### config.mk
export PLATFORM = sky130hd
export DESIGN_NAME = line_range_first_match_replace_unit
export DESIGN_NICKNAME = d
export VERILOG_FILES = /design/src/rtl/core/lrfm_pkg.sv /design/src/rtl/core/lrfm_hold_cell.sv /design/src/rtl/core/lrfm_matcher.sv /design/src/rtl/core/lrfm_out_queue.sv /design/src/rtl/core/line_range_first_match_replace_unit.sv
export SDC_FILE = /design/constraint.sdc
export NUM_CORES = 1
export LEC_CHECK = 0
export BUFFER_PORTS_ARGS = -buffer_cell sky130_fd_sc_hd__buf_4
export CORE_MARGIN = 4
export CORE_UTILIZATION = 40
export DETAILED_ROUTE_END_ITERATION = 16
export GPL_ROUTABILITY_DRIVEN = 0
export PLACE_DENSITY = 0.54
export REMOVE_ABC_BUFFERS = 1
export SYNTH_ARGS = -nofsm -noshare
export SYNTH_HDL_FRONTEND = slang
export SYNTH_HIERARCHICAL = 1
export SYNTH_SLANG_ARGS = --single-unit
### constraint.sdc
create_clock -name aclk -period 8.8 [get_ports aclk]
set_input_delay 0.88 -clock aclk [delete_from_list [all_inputs] [get_ports aclk]]
set_output_delay 0.88 -clock aclk [all_outputs]
set_load 0.02 [all_outputs]
### src/rtl/core/lrfm_pkg.sv
// Shared types and constants of the line-range first-match replace unit.
`default_nettype none

package lrfm_pkg;

    // Default geometry
    localparam int unsigned LINE_CHUNK_DEF  = 99;
    localparam int unsigned PATTERN_MAX_DEF = 8;
    localparam int unsigned REPLACE_MAX_DEF = 8;

    // Result queue depth, a power of two
    localparam int unsigned QUEUE_DEPTH = 4;

    localparam int unsigned LINE_W     = 16;
    localparam int unsigned CFG_IDX_W  = 3;
    localparam int unsigned CFG_DATA_W = 64;

    localparam logic [7:0]        BYTE_NEWLINE = 8'h0A;
    localparam logic [LINE_W-1:0] LINE_MAX     = 16'hFFFF;

    // Register indexes of the configuration port
    typedef enum logic [CFG_IDX_W-1:0] {
        REG_FIRST_LINE  = 3'd0,
        REG_LAST_LINE   = 3'd1,
        REG_PATTERN     = 3'd2,
        REG_PATTERN_LEN = 3'd3,
        REG_REPLACE     = 3'd4,
        REG_REPLACE_LEN = 3'd5
    } cfg_reg_t;

    // Per-item emission flags handed from matcher to result queue
    typedef struct packed {
        logic pre_rep;   // replacement before the held bytes
        logic post_rep;  // replacement after the released bytes
        logic last;      // item closes the text
    } lrfm_ctl_t;

endpackage

`default_nettype wire

### src/rtl/core/lrfm_hold_cell.sv
// One hold-buffer cell: a held byte and its compares against every pattern byte.
`default_nettype none

module lrfm_hold_cell #(
    parameter int unsigned PATTERN_MAX = 8
) (
    input  wire logic                     aclk,
    input  wire logic                     load,
    input  wire logic [7:0]               d_in,
    input  wire logic [8*PATTERN_MAX-1:0] pat,
    output logic      [7:0]               q,
    output logic      [PATTERN_MAX-1:0]   eq
);

    logic [7:0] byte_reg;

    always_ff @(posedge aclk) begin
        if (load) begin
            byte_reg <= d_in;
        end
    end

    always_comb begin
        for (int d = 0; d < PATTERN_MAX; d++) begin
            eq[d] = (byte_reg == pat[8*d +: 8]);
        end
    end

    assign q = byte_reg;

endmodule

`default_nettype wire

### src/rtl/core/lrfm_matcher.sv
// Line tracking and first-match search over a row of hold cells.
`default_nettype none

module lrfm_matcher #(
    parameter int unsigned LINE_CHUNK  = 99,
    parameter int unsigned PATTERN_MAX = 8,
    parameter int unsigned REPLACE_MAX = 8
) (
    input  wire logic                                aclk,
    input  wire logic                                aresetn,
    input  wire logic                                accept,
    input  wire logic [7:0]                          in_byte,
    input  wire logic                                in_last,
    input  wire logic [lrfm_pkg::LINE_W-1:0]         first_line,
    input  wire logic [lrfm_pkg::LINE_W-1:0]         last_line,
    input  wire logic [8*PATTERN_MAX-1:0]            pat,
    input  wire logic [$clog2(PATTERN_MAX+1)-1:0]    plen,
    input  wire logic [$clog2(REPLACE_MAX+1)-1:0]    rlen,
    output logic                                     push,
    output lrfm_pkg::lrfm_ctl_t                      ctl,
    output logic      [$clog2(PATTERN_MAX+1)-1:0]    nbytes,
    output logic      [8*PATTERN_MAX-1:0]            bytes
);

    import lrfm_pkg::*;

    localparam int unsigned P  = PATTERN_MAX;
    localparam int unsigned NW = $clog2(PATTERN_MAX + 1);
    localparam int unsigned CW = $clog2(LINE_CHUNK);

    logic [LINE_W-1:0] line_reg;
    logic [CW-1:0]     chunk_reg;
    logic              replaced_reg;
    logic [NW-1:0]     count_reg;

    logic [7:0]   hold_q  [P];
    logic [P-1:0] cell_eq [P];
    logic [7:0]   cell_d  [P];
    logic [7:0]   c       [P];
    logic [P-1:0] b_eq;
    logic [P-1:0] ok;
    logic [NW-1:0] n;
    logic [NW-1:0] s_sel;
    logic          active;
    logic          search;
    logic          pre_rep;
    logic          hit;
    logic          chunk_end;
    logic          keep;

    // Combined buffer: held bytes followed by the incoming byte
    assign n = count_reg + NW'(1);

    always_comb begin
        for (int j = 0; j < P; j++) begin
            c[j] = (NW'(j) < count_reg) ? hold_q[j] : in_byte;
            bytes[8*j +: 8] = c[j];
        end
        for (int d = 0; d < P; d++) begin
            b_eq[d] = (in_byte == pat[8*d +: 8]);
        end
    end

    // Shift s survives if the tail from s is a pattern prefix no longer than plen
    always_comb begin
        logic eq_bit;
        eq_bit = 1'b0;
        for (int s = 0; s < P; s++) begin
            ok[s] = (NW'(s) < n) && ((n - NW'(s)) <= plen);
            for (int j = s; j < P; j++) begin
                if (NW'(j) < n) begin
                    eq_bit = (NW'(j) < count_reg) ? cell_eq[j][j-s] : b_eq[j-s];
                    if (!eq_bit) begin
                        ok[s] = 1'b0;
                    end
                end
            end
        end
        s_sel = n;
        for (int s = P - 1; s >= 0; s--) begin
            if (ok[s]) begin
                s_sel = NW'(s);
            end
        end
    end

    assign active    = !replaced_reg && (line_reg >= first_line) && (line_reg <= last_line);
    assign search    = active && (plen != '0);
    assign pre_rep   = active && (plen == '0) && (chunk_reg == '0);
    assign hit       = search && ((n - s_sel) == plen);
    assign chunk_end = (in_byte == BYTE_NEWLINE) || (chunk_reg == CW'(LINE_CHUNK - 1)) || in_last;
    assign keep      = search && !hit && !chunk_end;

    always_comb begin
        if (search && (hit || !chunk_end)) begin
            nbytes = s_sel;
        end else begin
            nbytes = n;
        end
    end

    assign ctl.pre_rep  = pre_rep;
    assign ctl.post_rep = hit;
    assign ctl.last     = in_last;
    assign push = accept && ((nbytes != '0) || ((pre_rep || hit) && (rlen != '0)));

    // Row of cells; each reloads from the buffer byte s_sel places up the row
    for (genvar j = 0; j < P; j++) begin : g_cell
        always_comb begin
            cell_d[j] = c[j];
            for (int k = 1; k < P - j; k++) begin
                if (s_sel == NW'(k)) begin
                    cell_d[j] = c[j+k];
                end
            end
        end

        lrfm_hold_cell #(
            .PATTERN_MAX(P)
        ) u_cell (
            .aclk (aclk),
            .load (accept && keep),
            .d_in (cell_d[j]),
            .pat  (pat),
            .q    (hold_q[j]),
            .eq   (cell_eq[j])
        );
    end

    always_ff @(posedge aclk) begin
        if (!aresetn) begin
            line_reg     <= LINE_W'(1);
            chunk_reg    <= '0;
            replaced_reg <= 1'b0;
            count_reg    <= '0;
        end else if (accept) begin
            if (in_last) begin
                line_reg <= LINE_W'(1);
            end else if (chunk_end && (line_reg != LINE_MAX)) begin
                line_reg <= line_reg + LINE_W'(1);
            end
            chunk_reg    <= chunk_end ? '0 : chunk_reg + CW'(1);
            replaced_reg <= chunk_end ? 1'b0 : (replaced_reg || pre_rep || hit);
            count_reg    <= keep ? (n - s_sel) : '0;
        end
    end

endmodule

`default_nettype wire

### src/rtl/core/lrfm_out_queue.sv
// Result queue: holds per-item emission records and serializes them to bytes.
`default_nettype none

module lrfm_out_queue #(
    parameter int unsigned PATTERN_MAX = 8,
    parameter int unsigned REPLACE_MAX = 8
) (
    input  wire logic                                aclk,
    input  wire logic                                aresetn,
    input  wire logic                                push,
    input  wire lrfm_pkg::lrfm_ctl_t                 ctl,
    input  wire logic [$clog2(PATTERN_MAX+1)-1:0]    nbytes,
    input  wire logic [8*PATTERN_MAX-1:0]            bytes,
    input  wire logic [lrfm_pkg::CFG_DATA_W-1:0]     rep_bytes,
    input  wire logic [$clog2(REPLACE_MAX+1)-1:0]    rlen,
    output logic                                     ready,
    output logic                                     m_tvalid,
    input  wire logic                                m_tready,
    output logic      [7:0]                          m_tdata,
    output logic                                     m_tlast
);

    import lrfm_pkg::*;

    localparam int unsigned P  = PATTERN_MAX;
    localparam int unsigned R  = REPLACE_MAX;
    localparam int unsigned NW = $clog2(PATTERN_MAX + 1);
    localparam int unsigned PW = $clog2(PATTERN_MAX + REPLACE_MAX);
    localparam int unsigned TW = PW + 1;
    localparam int unsigned AW = $clog2(QUEUE_DEPTH);

    lrfm_ctl_t          ctl_mem   [QUEUE_DEPTH];
    logic [NW-1:0]      n_mem     [QUEUE_DEPTH];
    logic [8*P-1:0]     bytes_mem [QUEUE_DEPTH];

    logic [AW-1:0] wr_ptr_reg;
    logic [AW-1:0] rd_ptr_reg;
    logic [AW:0]   count_reg;
    logic [PW-1:0] pos_reg;

    lrfm_ctl_t      h_ctl;
    logic [NW-1:0]  h_n;
    logic [8*P-1:0] h_bytes;
    logic [TW-1:0]  total;
    logic [TW-1:0]  pos_x;
    logic [TW-1:0]  idx;
    logic [TW-1:0]  rep_idx;
    logic           use_rep;
    logic           is_final;
    logic           pop;

    assign h_ctl   = ctl_mem[rd_ptr_reg];
    assign h_n     = n_mem[rd_ptr_reg];
    assign h_bytes = bytes_mem[rd_ptr_reg];

    assign pos_x = TW'(pos_reg);
    assign total = TW'(h_n) + ((h_ctl.pre_rep || h_ctl.post_rep) ? TW'(rlen) : '0);
    assign is_final = ((pos_x + TW'(1)) == total);

    assign m_tvalid = (count_reg != '0);
    assign ready    = (count_reg != (AW+1)'(QUEUE_DEPTH));
    assign pop      = m_tvalid && m_tready && is_final;
    assign m_tlast  = h_ctl.last && is_final;

    // Pick the byte for the current position of the head record
    always_comb begin
        use_rep = 1'b0;
        rep_idx = pos_x;
        idx     = h_ctl.pre_rep ? (pos_x - TW'(rlen)) : pos_x;
        if (h_ctl.pre_rep && (pos_x < TW'(rlen))) begin
            use_rep = 1'b1;
        end else if (idx >= TW'(h_n)) begin
            use_rep = 1'b1;
            rep_idx = pos_x - TW'(h_n);
        end
        m_tdata = h_bytes[7:0];
        if (use_rep) begin
            m_tdata = rep_bytes[7:0];
            for (int i = 0; i < R; i++) begin
                if (rep_idx == TW'(i)) begin
                    m_tdata = rep_bytes[8*i +: 8];
                end
            end
        end else begin
            for (int j = 0; j < P; j++) begin
                if (idx == TW'(j)) begin
                    m_tdata = h_bytes[8*j +: 8];
                end
            end
        end
    end

    always_ff @(posedge aclk) begin
        if (push) begin
            ctl_mem[wr_ptr_reg]   <= ctl;
            n_mem[wr_ptr_reg]     <= nbytes;
            bytes_mem[wr_ptr_reg] <= bytes;
        end
    end

    always_ff @(posedge aclk) begin
        if (!aresetn) begin
            wr_ptr_reg <= '0;
            rd_ptr_reg <= '0;
            count_reg  <= '0;
            pos_reg    <= '0;
        end else begin
            if (push) begin
                wr_ptr_reg <= wr_ptr_reg + AW'(1);
            end
            if (pop) begin
                rd_ptr_reg <= rd_ptr_reg + AW'(1);
            end
            if (push && !pop) begin
                count_reg <= count_reg + (AW+1)'(1);
            end else if (pop && !push) begin
                count_reg <= count_reg - (AW+1)'(1);
            end
            if (m_tvalid && m_tready) begin
                pos_reg <= is_final ? '0 : pos_reg + PW'(1);
            end
        end
    end

endmodule

`default_nettype wire

### src/rtl/core/line_range_first_match_replace_unit.sv
// Top level of the line-range first-match replace unit.
//
// Usage: text bytes enter on the s_ channel, one per transfer, with s_tlast on
// the final byte of a text. In lines whose number lies in [first_line,
// last_line] the leftmost occurrence of the pattern is replaced; a line ends
// at a newline, after LINE_CHUNK bytes, or at s_tlast. Bytes of a partial
// match are held inside the block until the match completes or fails, so the
// result stream lags the input by up to pattern length minus one bytes.
// Results leave on the m_ channel, one byte per transfer, m_tlast on the last
// result byte of the text.
// Results that a byte releases are registered into the result queue as it is taken.
// Input: one byte per cycle while the result queue has room; the m_ side moves one
// byte per cycle while m_tready is high, one transfer per result byte. A
// four-entry result queue between the matcher and the output keeps input
// flowing while results wait; s_tready drops only when that queue is full.
// When the receiver stalls, hold m_tdata/m_tlast and fill the queue, then stall
// the sender. Reset sets line count 1, clears held bytes and queue, and loads
// first_line 1 with all other registers 0. Write registers only while idle.
`default_nettype none

module line_range_first_match_replace_unit #(
    parameter int unsigned LINE_CHUNK  = lrfm_pkg::LINE_CHUNK_DEF,
    parameter int unsigned PATTERN_MAX = lrfm_pkg::PATTERN_MAX_DEF,
    parameter int unsigned REPLACE_MAX = lrfm_pkg::REPLACE_MAX_DEF
) (
    input  wire logic                                aclk,
    input  wire logic                                aresetn,
    // Input stream
    input  wire logic                                s_tvalid,
    output logic                                     s_tready,
    input  wire logic [7:0]                          s_tdata,   // [7:0] in_byte
    input  wire logic                                s_tlast,   // in_last
    // Result stream
    output logic                                     m_tvalid,
    input  wire logic                                m_tready,
    output logic      [7:0]                          m_tdata,   // [7:0] out_byte
    output logic                                     m_tlast,   // out_last
    // Register write port
    input  wire logic                                cfg_wr_en,
    input  wire logic [lrfm_pkg::CFG_IDX_W-1:0]      cfg_addr,
    input  wire logic [lrfm_pkg::CFG_DATA_W-1:0]     cfg_wdata
);

    import lrfm_pkg::*;

    localparam int unsigned NW  = $clog2(PATTERN_MAX + 1);
    localparam int unsigned RLW = $clog2(REPLACE_MAX + 1);

    // Configuration registers
    logic [LINE_W-1:0]     first_line_reg;
    logic [LINE_W-1:0]     last_line_reg;
    logic [CFG_DATA_W-1:0] pattern_reg;
    logic [3:0]            pattern_len_reg;
    logic [CFG_DATA_W-1:0] replace_reg;
    logic [3:0]            replace_len_reg;

    logic [NW-1:0]              plen_eff;
    logic [RLW-1:0]             rlen_eff;
    logic                       accept;
    logic                       push;
    lrfm_ctl_t                  ctl;
    logic [NW-1:0]              nbytes;
    logic [8*PATTERN_MAX-1:0]   bytes;

    always_ff @(posedge aclk) begin
        if (!aresetn) begin
            first_line_reg  <= LINE_W'(1);
            last_line_reg   <= '0;
            pattern_reg     <= '0;
            pattern_len_reg <= '0;
            replace_reg     <= '0;
            replace_len_reg <= '0;
        end else if (cfg_wr_en) begin
            unique case (cfg_addr)
                REG_FIRST_LINE:  first_line_reg  <= cfg_wdata[LINE_W-1:0];
                REG_LAST_LINE:   last_line_reg   <= cfg_wdata[LINE_W-1:0];
                REG_PATTERN:     pattern_reg     <= cfg_wdata;
                REG_PATTERN_LEN: pattern_len_reg <= cfg_wdata[3:0];
                REG_REPLACE:     replace_reg     <= cfg_wdata;
                REG_REPLACE_LEN: replace_len_reg <= cfg_wdata[3:0];
                default: ;  // drop writes to unused indexes
            endcase
        end
    end

    // Clamp oversized lengths to the hardware maxima
    assign plen_eff = (pattern_len_reg > 4'(PATTERN_MAX)) ? NW'(PATTERN_MAX)
                                                          : NW'(pattern_len_reg);
    assign rlen_eff = (replace_len_reg > 4'(REPLACE_MAX)) ? RLW'(REPLACE_MAX)
                                                          : RLW'(replace_len_reg);

    assign accept = s_tvalid && s_tready;

    lrfm_matcher #(
        .LINE_CHUNK  (LINE_CHUNK),
        .PATTERN_MAX (PATTERN_MAX),
        .REPLACE_MAX (REPLACE_MAX)
    ) u_matcher (
        .aclk       (aclk),
        .aresetn    (aresetn),
        .accept     (accept),
        .in_byte    (s_tdata),
        .in_last    (s_tlast),
        .first_line (first_line_reg),
        .last_line  (last_line_reg),
        .pat        (pattern_reg[8*PATTERN_MAX-1:0]),
        .plen       (plen_eff),
        .rlen       (rlen_eff),
        .push       (push),
        .ctl        (ctl),
        .nbytes     (nbytes),
        .bytes      (bytes)
    );

    // Items that release nothing never enter the queue
    lrfm_out_queue #(
        .PATTERN_MAX (PATTERN_MAX),
        .REPLACE_MAX (REPLACE_MAX)
    ) u_out_queue (
        .aclk      (aclk),
        .aresetn   (aresetn),
        .push      (push),
        .ctl       (ctl),
        .nbytes    (nbytes),
        .bytes     (bytes),
        .rep_bytes (replace_reg),
        .rlen      (rlen_eff),
        .ready     (s_tready),
        .m_tvalid  (m_tvalid),
        .m_tready  (m_tready),
        .m_tdata   (m_tdata),
        .m_tlast   (m_tlast)
    );

endmodule

`default_nettype wire
==> impl.org, run 1 <==
** Setup path
- Critical path endpoint category :: register
- The worst setup path is launched from a register.
- Buffers plus inverters on the worst setup path :: 3
- In this run the worst path has a maximum fanout of 71.
- The critical path is of the reg -> reg type.
- The kind of cell with the highest combined delay along the critical path is simple AND/OR/NAND/NOR gates.
- Register-to-register path setup slack :: ~0.35 ns
- The largest single stage delay on the critical path is between 1 and 1.5 ns.
- R2r startpoint :: u_matcher/count_reg[1]$_SDFFE_PN0P_
- Data required, critical path :: 9.03 ns
- For this design, the slowest cell found on the critical path is sky130_fd_sc_hd__and2_4.
- Worst Path Arrival :: a little under 9 ns
- The most critical setup path has its startpoint at u_matcher/count_reg[1]$_SDFFE_PN0P_.

** Global route
- Total congestion overflow :: 0
- Wire length of the first global-routing pass :: roughly 170000 um
- Entering global routing, the biggest net connects 90 pins.
- Overall Global Routing Usage :: roughly 25%
- The number of global-route vias before repair came to 25084.
- The initial antenna violation count was 2.

** Final layout
- Once layout is complete, the utilization of the core stands at between 40% and 50%.
- Sequential standard cell area :: 14600 um2
- More flip-flops sit in one register than any other, and that register is u_out_queue/bytes_mem.
- Number of nets in the final layout :: 3327
- Area Growth Syn to Fin :: 9.78%
- Number of non-filler instances in the completed layout :: ~4300
- Fraction of layout instances using a drive strength above 1 :: a little over an eighth
- After filler insertion, the fill cell instance count of the layout stands at approximately 8000.
- Flip-flop count of the largest register after layout :: approximately 260
- After routing the design area is ~37000 um2.
- In the final layout, the multi-input gates occupy around 17000 um2.

** Timing
- The number of slew-limit violations in the final report came to 0.
- Across all hold checks on the routed design, the worst slack comes to approximately 0.46 ns.
- Fin crit share :: 96.0%
- Least-Margin Pin Slew :: 1.26 ns
- Final critical-path required period :: ~8.4 ns
- Setup violations remaining at the end of the flow were counted as 0.
- Final-report hold violation count :: 0
- Worst relative slew slack :: between 10% and 20%
- Min setup slack post-route :: ~0.35 ns
- Based on the critical path, the design can be clocked at up to about 0.12 GHz.
- Max Clock Skew :: around 0.054 ns
- Setup repair after global routing left no endpoint under its margin.

** Die
- Overall die area :: between 80000 and 90000 um2
- The total area inside the core boundary comes to 83700 um2.
- IO Pins :: 92
- Die Width :: 299 um
- For this configuration, the core starts out at a cell density of just over 40%.
- Cell row count :: around 110
- Die Height :: ~300 um

** Pwr
- IR analysis of the VDD net gives a maximum drop of 0.000134 V.
- The internal power of the cells totals about 5.4 mW.
- Combinational logic is responsible for around 25% of the overall power.
- In this run switching power makes up 32.0% of total power.
- Per report_power, the clock group accounts for a little over a third of the total.
- The analysis attributes to cell leakage a power of around 13 nW.
- Power spread over the standard cell area amounts to roughly 210 nW/um2.
- Switch Pwr :: 2.53 mW
- The share of total power dissipated in sequential elements is 39.2%.

** Clock network
- For the worst-skew pair, the clock arrives at the later sink with an insertion delay of 0.64 ns.
- Count of H-tree levels built during CTS :: 3
- Clock Sink Count :: 557
- After clock tree synthesis, the clock-pin slew on the worst setup and hold paths is 0.06 ns.
- CTS placed an instance of sky130_fd_sc_hd__clkbuf_16 at the clock tree root.
- TritonCTS built the clock tree.
- TritonCTS Buffers :: between 60 and 70
- Max Buffers Root-to-Sink :: 3
- The number of setup buffers added after CTS is 0.

** Placement
- Number of cells after detailed placement :: approximately 4200
- During placement, the flow inserted port buffers numbering 91.
- Once detailed placement completed, the half-perimeter wirelength came to between 80000 and 90000 um.
- Summing all placed instances gives a cell area of 34800 um2.
- Before CTS, the worst setup slack after placement is around 0.42 ns.

** Routing
- DR WL/cell :: between 20 and 30 um
- Remaining number of nets flagged by the antenna check after routing :: 0
- Total wirelength of the detailed-routed design :: about 110000 um
- Drt first-iter violations :: 2858
- Vias per Instance :: a little under 6
- The final route contains about 26000 vias.
- Remaining DRCs :: 0
- The pre-antenna-repair detailed-routing pass consisted of 8 iterations.

** Yosys
- Synthesis handed over a netlist of approximately 3200 instances.
- For this run, the number of Yosys warnings is 6.
- Post-Syn Area :: between 30000 and 40000 um2
- Average instance area after synthesis :: between 10 and 15 um2

** Worst hold path
- Hold WC Path Type :: reg -> reg
- The worst hold path begins at last_line_reg[11]$_SDFFE_PN0P_.

** Run
- Max-cap violation count :: 0

** Run status
- The flow ran to the end, and the final reports show no timing, DRC or antenna violations.
## metrics by stage
step / total power [mW] / TNS (ns)
CTS: 7.94 / 0
floorplan: 4.32 / -167.06
detailed placement: 5.13 / 0
global route: 8.20 / 0
finish: 7.89 / 0
global placement: 5.10 / 0
## worst paths after layout
path,end,cells past startpoint
worst min-delay path,last_line_reg[11]$_SDFFE_PN0P_,2
worst min register to register,last_line_reg[11]$_SDFFE_PN0P_,2
worst max-delay path,u_out_queue/bytes_mem[0][60]$_DFFE_PP_,26
worst max register to register,u_out_queue/bytes_mem[0][60]$_DFFE_PP_,26
## repair_timing
item | 4_1_cts | 5_1_grt
setup endpoints to repair | 0 | 285
endpoints found under the hold margin | 0 | 0
gates resized for setup | 0 | 1
hold buffers | 0 | 0
## worst min-delay path: stages (launching register included)
cell and delay (ns):
sky130_fd_sc_hd__dfxtp_1 0.31, sky130_fd_sc_hd__nand2_1 0.05, sky130_fd_sc_hd__mux2i_1 0.05
## final cells by class
class,instances,area share [%]
repair buffers,152,3.09
flip-flops and latches,557,39.5
multi-input cells,2243,46.2
diodes,2,0.0135
well taps,1134,3.82
inverters,128,1.31
clock buffers,87,4.88
clock inverters,29,1.20
## per-layer routing
| layer | vias to the layer above | GRT usage [%] | share of wire [%] |
|---|---|---|---|
| met3 | 221 | 5.16 | 8.8 |
| met5 | - | 0 | 0 |
| li1 | 11414 | - | - |
| met4 | 0 | 8.19 | 3.3 |
| met1 | 12793 | 33.8 | 42 |
| met2 | 1306 | 40.5 | 46 |
## cells in the final DEF, fill, tap and decap left out, drive strengths merged, types with 17 or more instances in the layout
master  count
nand2     380
clkinv     21
o211ai     33
clkbuf     87
o22ai      62
ha         93
a21o       25
and2       34
nor3       43
mux4       71
xor2       30
edfxtp    348
a211oi     35
xnor2     378
nor2      177
inv       127
a211o      17
a21oi      95
o21bai     18
o221ai     22
o21ai      72
dfxtp     209
mux2i     232
nand3      40
nor2b      21
buf       152
mux2       35
nand4      97
## power by group through the flow
stage / Combinational (mW) / Clock, mW / Sequential [mW]
floorplan: 1.19 / 0 / 3.13
global placement: 1.96 / 0 / 3.14
detailed placement: 1.98 / 0 / 3.15
CTS: 1.98 / 2.86 / 3.10
global route: 2.12 / 2.97 / 3.11
finish: 1.99 / 2.80 / 3.09
(Power assumes the default switching activity.)
==> inputs of run 2 (changes only) <==
--- a/config.mk
+++ b/config.mk
@@ -12,6 +12,7 @@
 export GPL_ROUTABILITY_DRIVEN = 0
 export PLACE_DENSITY = 0.54
 export REMOVE_ABC_BUFFERS = 1
+export SETUP_SLACK_MARGIN = 0.4
 export SYNTH_ARGS = -nofsm -noshare
 export SYNTH_HDL_FRONTEND = slang
 export SYNTH_HIERARCHICAL = 1
==> constraint.sdc (replaced) <==
create_clock -name aclk -period 7.56 [get_ports aclk]
set_input_delay 0.756 -clock aclk [delete_from_list [all_inputs] [get_ports aclk]]
set_output_delay 0.756 -clock aclk [all_outputs]
set_load 0.02 [all_outputs]
==> run 2 against run 1 <==
Net effect: register-to-register slack improved by 0.16 ns; sequential share of layout area fell by 0.36 points; global-route usage rose by 0.54 points; highest routed layer is now met5; critical path type is now reg -> out; via count rose by 1.2%; total power rose by 16%; worst setup slack improved by 0.13 ns; count of clock-buffer cells in the layout fell by 6; critical endpoint is now m_tdata[7].
==> impl.org, run 2 (synthesis gave the netlist of run 1 again) <==
** Timing
- Final critical-path required period :: approximately 7 ns
- RSZ-0062 raised after global routing :: yes
- For the pin with the worst max-slew slack, the measured transition is around 1.2 ns.
- Dividing the final minimum period by the clock period gives between 90% and 100%.
- Across all hold checks on the routed design, the worst slack comes to 0.424 ns.
- Summed over all failing endpoints, the final setup total negative slack is 0 ns.
- Setup violators final :: 0
- In this run the tightest slew margin relative to its limit is a little over a fifth.
- In the post-route analysis, the smallest setup slack over all paths is 0.476 ns.
- Final max-slew violation count :: 0
- For this run, the top clock speed supported by timing is roughly 0.14 GHz.
- The final count of hold timing violations came to 0.
- The clock arrives with 0.0275 ns of skew.

** Global route
- Entering global routing, the biggest net connects roughly 170 pins.
- Antenna violations before repair :: 7
- Total congestion overflow :: 0
- Global routing used between 20% and 30% of the available tracks across all layers.
- Layer with the highest usage :: met2
- The number of global-route vias before repair was 25519.
- Met2 usage :: approximately two fifths
- Met3 Use GR :: under 10%
- Met1 track utilization from global routing :: 34.2%
- Wire length of the first global-routing pass :: ~170000 um

** Pwr
- Dividing total power by cell area gives a power density of around 240 nW/um2.
- Power Total :: a little over 9 mW
- Peak supply drop :: between 0.0002 and 0.00025 V
- The analysis attributes to cell leakage a power of approximately 13 nW.

** Die
- Row generation in the floorplan step produced approximately 110 rows.
- The region available for standard cell placement spans roughly 84000 um2.
- IO Pins :: between 90 and 100
- In this run the horizontal extent of the chip is 299 um.
- Overall die area :: around 89000 um2
- For this configuration, the core starts out at a cell density of between 40% and 50%.
- Measured along the y axis, the die boundary spans 299 um.

** Routing
- The first detailed-routing pass took 6 iterations.
- Remaining DRCs :: 0
- Vias per Instance :: slightly below 6
- Remaining number of nets flagged by the antenna check after routing :: 0
- Via count :: around 26000
- Total wirelength of the detailed-routed design :: around 120000 um
- In this run, the number of DRC markers left after iteration 0 of detailed routing was ~3000.
- After detailed routing, the average wire length per cell comes to around 27 um.

** Final layout
- Number of non-filler instances in the completed layout :: ~4400
- The area growth from synthesis to layout is 10.8%.
- Register with the most flip-flops :: u_out_queue/bytes_mem
- Fill cell instance count of the final layout :: around 7800
- Of the cells placed in the final design, the portion with a size suffix greater than 1 is roughly 15%.
- At the end of the flow, the number of nets in the layout was approximately 3400.
- Cells fill between 40 and 50% of the core in the end.
- The register with the most flip-flops in the layout has around 260 of them.
- Commonest cells after routing, fill and taps aside :: 380 x sky130_fd_sc_hd__nand2_1, 374 x sky130_fd_sc_hd__xnor2_1, 348 x sky130_fd_sc_hd__edfxtp_1
- Most common cell after layout, fill and taps aside :: sky130_fd_sc_hd__nand2_1
- The finished cells cover 37500 um2.

** Setup path
- Worst reg2reg path depth :: 26
- Data on the critical path arrives at its endpoint at 6.33 ns.
- At the worst endpoint, the required time is 6.80 ns.
- Critical path endpoint category :: output port
- Crit start category :: register
- List of cells traversed by the critical path :: nor2b_1 > inv_1 > ha_1 > nand2b_1 > a21oi_1 > xnor2_1 > o21ai_0 > ha_1 > o21ai_0 > inv_1 > a21oi_1 > buf_4 > a21o_1 > mux2_2 > o21ai_0 > o21ai_0 > a2bb2oi_1 > buf_4
- Crit-path slowest cell :: sky130_fd_sc_hd__nor2b_1
- Slowest cell delay on critical path :: about 0.66 ns
- In this run the worst path has a maximum fanout of 14.
- CP most frequent cell :: sky130_fd_sc_hd__o21ai_0
- Critical path class :: reg -> out

** Clock network
- In this run the number of H-tree levels came out at 3.
- Clock-pin slew on the worst setup and hold paths :: around 0.060 ns
- TritonCTS built the clock tree.
- Master cell of the clock root buffer :: sky130_fd_sc_hd__clkbuf_16
- For the worst-skew pair, the clock arrives at the later sink with an insertion delay of 0.62 ns.
- Max Buffers Root-to-Sink :: 3
- TritonCTS Buffers :: 66
- Counting every sink on the clock net gives between 500 and 600.

** Placement
- Final HPWL from detailed placement :: around 85000 um
- Port buffering added 91 buffers.
- Minimum setup slack after placement :: between 0.0009 and 0.001 ns
- Counting tap cells, the placed design contains a total of ~4200 instances.
- After detailed placement, the total cell area comes to 35100 um2.

** Run
- Max-cap violation count :: 0

** Worst hold path
- Counting instances, the worst hold path has a depth of 3.
- Hold WC Path Type :: in -> reg

** Run status
- Result of the run :: completed
run 2: cell count changes in the layout (fill, tap and decap cells not counted), sizes merged:
cell,delta
buf,+38
clkinvlp,+3
and2,+3
inv,+6
bufinv,-2
clkbuf,-6
run 2: routing by layer:
| metal | wire, um | up-vias | share of wire, % |
|---|---|---|---|
| met3 | 10800 | 335 | 9.1 |
| met5 | 57 | - | 0.048 |
| met4 | 6400 | 8 | 5.4 |
| met1 | 48400 | 12865 | 41 |
| met2 | 52100 | 1333 | 44 |
| li1 | - | 11511 | - |
run 2: critical path, delay by kind of cell (launching register included):
kind | cells | cell delay (ns)
compound gates | 8 | 2.30
xor+xnor | 1 | 0.48
fa+ha+maj | 2 | 0.62
buf+inv | 4 | 0.62
flops | 1 | 0.41
mux | 1 | 0.44
simple gates | 2 | 0.82
run 2: layout make-up:
| type | count | area (um2) | share of cell area, % |
|---|---|---|---|
| clock buffer | 81 | 1790 | 4.78 |
| timing repair buffer | 190 | 1460 | 3.91 |
| antenna | 2 | 5.00 | 0.0134 |
| clock inverter | 36 | 389 | 1.04 |
| sequential | 557 | 14600 | 39.1 |
| inverter | 128 | 485 | 1.30 |
| tap | 1134 | 1420 | 3.79 |
| multi-input combinational | 2246 | 17300 | 46.1 |
run 2: power by group:
group | leakage, nW | internal [mW] | switching, mW
logic | 7.21 | 0.890 | 1.49
registers | 4.87 | 3.47 | 0.108
clock network | 1.04 | 1.82 | 1.39
run 2: final timing paths:
check	start	end	slack [ns]
max reg2reg	u_matcher/count_reg[2]$_SDFFE_PN0P_	u_out_queue/count_reg[2]$_SDFFE_PN0P_	0.51
min reg2reg	replace_len_reg[1]$_SDFFE_PN0P_	replace_len_reg[1]$_SDFFE_PN0P_	0.46
min	cfg_wdata[0]	first_line_reg[0]$_SDFFE_PN1P_	0.42
max	replace_len_reg[3]$_SDFFE_PN0P_	m_tdata[7]	0.48
run 2: repair_timing:
item,in CTS,in global routing
setup buffers,8,2
hold buffers,0,0
resized for setup,10,18
gates cloned,3,0
pin swaps,9,10
setup endpoints to repair,256,258
